### src/rtl/core/lps_pkg.sv
// Shared types and constants for the linear prime sieve.
// Used by the controller, the datapath, the remainder unit and the top level.
`timescale 1ns / 1ps
`default_nettype none

package lps_pkg;

	localparam int NUM_W = 20;
	localparam int CNT_W = 21;
	localparam int WORD_W = 64;
	localparam int BIT_W = 6;
	localparam int WIDX_W = NUM_W - BIT_W;

	// The remainder unit retires this many dividend bits per cycle.
	localparam int REM_STEPS = 4;
	localparam int REM_CYCLES = (NUM_W + REM_STEPS - 1) / REM_STEPS;

	localparam logic [NUM_W-1:0] FIRST_NUMBER = NUM_W'(2);
	localparam logic [NUM_W-1:0] UPPER_LIMIT_RST = '1;

	typedef struct packed {
		logic clr_step;
		logic latch_n;
		logic rd_flag;
		logic commit;
		logic plist_rd;
		logic prod_start;
		logic map_rd_prod;
		logic map_wr_prod;
		logic idx_inc;
	} lps_cmd_t;

	typedef struct packed {
		logic clr_last;
		logic reject;
		logic out_busy;
		logic list_end;
		logic prod_over;
		logic div_done;
		logic rem_zero;
	} lps_sts_t;

endpackage

`default_nettype wire

### src/rtl/core/lps_ctrl.sv
// Controller of the linear prime sieve: clearing pass, item intake, result commit
// and the walk over sieving primes. Depends on lps_pkg for command and status types.
`timescale 1ns / 1ps
`default_nettype none

module lps_ctrl (
	input wire clk,
	input wire arst_n,
	input wire in_valid,
	input wire lps_pkg::lps_sts_t sts,
	output logic in_ready,
	output lps_pkg::lps_cmd_t cmd
);
	import lps_pkg::*;

	typedef enum logic [3:0] {
		ST_CLEAR,
		ST_IDLE,
		ST_CHECK,
		ST_COMMIT,
		ST_WALK_RD,
		ST_WALK_P,
		ST_WALK_CMP,
		ST_WALK_WR,
		ST_WALK_DIV
	} state_t;

	state_t state_q;

	always_ff @(posedge clk or negedge arst_n) begin
		if (!arst_n) begin
			state_q <= ST_CLEAR;
		end else begin
			unique case (state_q)
				ST_CLEAR: begin
					if (sts.clr_last) state_q <= ST_IDLE;
				end
				ST_IDLE: begin
					if (in_valid) state_q <= ST_CHECK;
				end
				ST_CHECK: begin
					state_q <= ST_COMMIT;
				end
				ST_COMMIT: begin
					if (!sts.out_busy) state_q <= sts.reject ? ST_IDLE : ST_WALK_RD;
				end
				ST_WALK_RD: begin
					state_q <= sts.list_end ? ST_IDLE : ST_WALK_P;
				end
				ST_WALK_P: begin
					state_q <= ST_WALK_CMP;
				end
				ST_WALK_CMP: begin
					state_q <= sts.prod_over ? ST_IDLE : ST_WALK_WR;
				end
				ST_WALK_WR: begin
					state_q <= ST_WALK_DIV;
				end
				ST_WALK_DIV: begin
					// A prime that divides the number ends the walk.
					if (sts.div_done) state_q <= sts.rem_zero ? ST_IDLE : ST_WALK_RD;
				end
				default: begin
					state_q <= ST_CLEAR;
				end
			endcase
		end
	end

	always_comb begin
		in_ready = (state_q == ST_IDLE);
		cmd.clr_step = (state_q == ST_CLEAR);
		cmd.latch_n = (state_q == ST_IDLE) && in_valid;
		cmd.rd_flag = (state_q == ST_CHECK) && !sts.reject;
		cmd.commit = (state_q == ST_COMMIT) && !sts.out_busy;
		cmd.plist_rd = (state_q == ST_WALK_RD) && !sts.list_end;
		cmd.prod_start = (state_q == ST_WALK_P);
		cmd.map_rd_prod = (state_q == ST_WALK_CMP) && !sts.prod_over;
		cmd.map_wr_prod = (state_q == ST_WALK_WR);
		cmd.idx_inc = (state_q == ST_WALK_DIV) && sts.div_done && !sts.rem_zero;
	end

	a_rmw_order: assert property (@(posedge clk) disable iff (!arst_n)
		cmd.map_wr_prod |-> $past(cmd.map_rd_prod))
		else $error("product word written without a read the cycle before");

	a_prime_fetch: assert property (@(posedge clk) disable iff (!arst_n)
		cmd.prod_start |-> $past(cmd.plist_rd))
		else $error("product formed without a fresh prime from the list");

	a_div_running: assert property (@(posedge clk) disable iff (!arst_n)
		cmd.map_rd_prod |-> !sts.div_done)
		else $error("remainder unit idle while a product is being marked");

endmodule

`default_nettype wire

### config.mk
export PLATFORM = sky130hd
export DESIGN_NAME = lps_ctrl
export DESIGN_NICKNAME = d
export VERILOG_FILES = /design/src/rtl/core/lps_pkg.sv /design/src/rtl/core/lps_ctrl.sv
export SDC_FILE = /design/constraint.sdc
export NUM_CORES = 1
export LEC_CHECK = 0
export BUFFER_PORTS_ARGS = -buffer_cell sky130_fd_sc_hd__buf_2
export CORE_AREA = 2 2 39 41
export DETAILED_ROUTE_END_ITERATION = 10
export DIE_AREA = 0 0 41 43
export GPL_TIMING_DRIVEN = 0
export RECOVER_POWER = 100
export SYNTH_ARGS = -nofsm -noshare
export SYNTH_HDL_FRONTEND = slang
export SYNTH_SLANG_ARGS = --single-unit
### constraint.sdc
create_clock -name clk -period 1.23 [get_ports clk]
set_input_delay 0.369 -clock clk [delete_from_list [all_inputs] [get_ports clk]]
set_output_delay 0.369 -clock clk [all_outputs]
set_load 0.1 [all_outputs]
==> impl_metrics.py <==
metrics = {
    "outcome": {
        "status": "finished with violations",
        "violations": "negative setup slack",
    },
    "hold_path": {
        "hold_path_depth": 2,
        "hold_path.class": "in -> reg",
    },
    "sta": {
        "max_slew.worst_pin.slew_ns": 0.454,
        "hold_viol_final": 0,
        "min_period_over_period": 1.49,
        "period_minus_slack_ns": 1.84,
        "finClkSkew_ns": 0.000727,
        "setup_slack_ns": -0.607,
        "final_max_slew_viol_count": 0,
        "final.setup.tns_ns": -6.34,
        "setup_viol": 13,
        "fmax_mhz": 544,
        "rsz0062_at_grt": "true",
        "slew_headroom": 0.693,
    },
    "run": {
        "cap_violations": 0,
    },
    "floorplanning": {
        "die_area_sq_um": 1760,
        "row_count": 14,
        "pin_count": 20,
        "initial_core_util": 0.288,
        "chipHeight_um": 43,
        "die_w_um": 41,
        "fp.coreArea_sq_um": 1380,
    },
    "cells_and_area": {
        "area_growth_pct": 182,
        "top_register": "state_q",
        "post_route_cells_drive_above_1_share": 0.786,
        "regArea_sq_um": 104,
        "fin_nets": 110,
        "largest_register_ffs": 4,
        "reg.largest.list": "state_q: 4 flops",
        "final_util": 0.814,
        "final_cell_count_no_fill": 114,
        "fill_cells": 72,
        "multi_input_area_sq_um": 465,
        "n_antenna_cell": 0,
    },
    "routing": {
        "vias": 598,
        "drcViolationCount": 0,
        "dr.pass1.iters": 4,
        "wl_per_cell_um": 15.3,
        "drt.antenna.violating_nets": 0,
        "vias_per_cell": 5.25,
        "drt-initial-drc-count": 12,
        "wl_um": 1740,
    },
    "clock_tree": {
        "cts_root_buffer": "clkbuf_4",
        "path_clk_slew_ns": 0.04,
        "clock_latency_ns": 0.23,
        "htree_levels": 1,
        "cts_inserted_buffers": 3,
        "cts_tree": "yes",
        "cts.sinks": 4,
        "cts_buffer_depth": 2,
    },
    "global_route": {
        "antenna_found_initial": 0,
        "first_global_vias": 543,
        "grt_overflow": 0,
        "grt_usage": 0.191,
        "grt_pass1_wl_um": 2300,
        "grt_max_degree": 11,
        "met1_usage": 0.239,
        "busiest_layer": "met2",
        "use_met2": 0.300,
        "grt_use_met3": 0.0105,
    },
    "yosys": {
        "yosysWarnings": 0,
        "syn_nets": 61,
        "synth.avg_cell_area_sq_um": 7.83,
        "ys_types": 25,
        "netlist_area_sq_um": 399,
        "netlist_top_cells_count": "nor2_1, nor4_1, dfrtp_1, nand2b_1",
        "synth-main-ff-cell": "dfrtp_1",
        "synth_edf_count": 0,
        "ys_seq_area_frac": 0.251,
        "synth_top_area_frac": 0.251,
        "synth.area.top_cells": "dfrtp_1, nor4_1, nor2_1, nand2b_1, nor4bb_1",
        "netlist_instances": 51,
        "async_reset_ff_frac": 1.00,
        "yosys.area.top_type": "dfrtp_1",
        "ys_seq_elements": 4,
        "yosys.cell_count.top_type": "nor2_1",
    },
    "worst_setup_path": {
        "r2r_cells": 6,
        "path_max_fanout": 8,
        "required_ns": 0.86,
        "cp.arrival_ns": 1.47,
        "critPathKind": "reg -> out",
        "cp-start-kind": "flip-flop",
        "end_kind": "primary output",
    },
    "place": {
        "post-dp-hpwl_um": 870,
        "pre_cts_ws_ns": -0.632,
        "dpl.cell_count": 86,
        "place_congestion": 0.778,
        "portBuffers": 19,
    },
    "power": {
        "pwr-share-comb": 0.864,
        "p_switching_mw": 1.69,
        "pwr-share-seq": 0.087,
        "clkPwrFrac": 0.049,
        "internal_power_mw": 1.60,
        "switching_share": 0.514,
        "vdd_drop_max_mv": 1.38,
        "power.density_nw_per_um2": 2920,
        "leakage_nw": 0.472,
    },
}
==> path summary, 6_finish.rpt <==
path                            startpoint          to  slack [ns]
worst min-delay path                sts[1]  state_q[3]        0.38
worst max-delay path            state_q[0]      cmd[6]       -0.61
worst min register to register  state_q[0]  state_q[3]        0.65
min in group asynchronous           arst_n  state_q[3]        0.50
max in group asynchronous           arst_n  state_q[0]        0.53
worst max register to register  state_q[0]  state_q[2]       -0.36
==> cell type report <==
type                    count  area share
plain buffers               4      0.0533
clock buffers               3      0.0200
inverters                   1     0.00333
multi-input cells          42       0.413
flip-flops and latches      4      0.0922
well taps                  16      0.0178
repair buffers             44       0.400
==> layout by cell type, fill, tap and decap left out, types with 2 or more instances in the layout <==
cell type | Yosys | final
nand2_2 | 1 | 3
a21oi_1 | 2 | 2
nand2b_4 | 0 | 3
nor4bb_1 | 2 | 2
buf_2 | 3 | 8
buf_6 | 0 | 9
o22ai_1 | 2 | 2
buf_4 | 1 | 17
dfrtp_2 | 0 | 3
nor4_4 | 0 | 5
buf_12 | 0 | 7
nor3_4 | 0 | 2
nor2_1 | 8 | 4
nor2_4 | 0 | 4
clkbuf_4 | 0 | 3
buf_8 | 0 | 4
==> worst max-delay path, stage by stage, from the launching register on <==
cell      delay (ns)
dfrtp_2         0.43
buf_8           0.16
nand2b_4        0.16
nor4_4          0.22
buf_6           0.26
==> per-stage QoR <==
step           power [mW]  area, sq um  hold slack (ns)
3_3_place_gp         1.95          644            0.173
2_1_floorplan        1.72          529           0.0734
4_1_cts              2.88          988            0.359
5_1_grt              3.41         1130            0.393
6_report             3.29         1130            0.377
3_5_place_dp         1.94          644            0.175
==> power groups by stage <==
stage / clock network (mW) / logic, mW / registers, mW
floorplan: 0 / 1.48 / 0.242
global placement: 0 / 1.68 / 0.264
detailed placement: 0 / 1.68 / 0.260
CTS: 0.173 / 2.43 / 0.285
global route: 0.169 / 2.95 / 0.292
finish: 0.160 / 2.84 / 0.287
==> routing by layer <==
| metal | vias to the layer above | routed length (um) | part of all wire |
|---|---|---|---|
| met5 | - | 0 | 0 |
| met3 | 2 | 61 | 0.035 |
| li1 | 285 | - | - |
| met2 | 20 | 910 | 0.52 |
| met4 | 0 | 13 | 0.0075 |
| met1 | 291 | 755 | 0.43 |
==> cells by family (layout without fill, tap and decap cells) <==
logic type	after synthesis	count (layout)	synth area share
AO/OA/AOI/OAI	10	10	0.210
flip-flops	4	4	0.251
buffers and inverters	5	52	0.0658
AND/OR/NAND/NOR	32	32	0.473
==> timing repair <==
item	4_1_cts	5_1_grt
hold buffers	1	0
pin swaps	5	9
buffers inserted	13	10
hold endpoints to repair	4	0
gates resized for setup	50	12
cloned	1	0
setup endpoints to repair	13	13
Power figures use the tool's default switching activity.
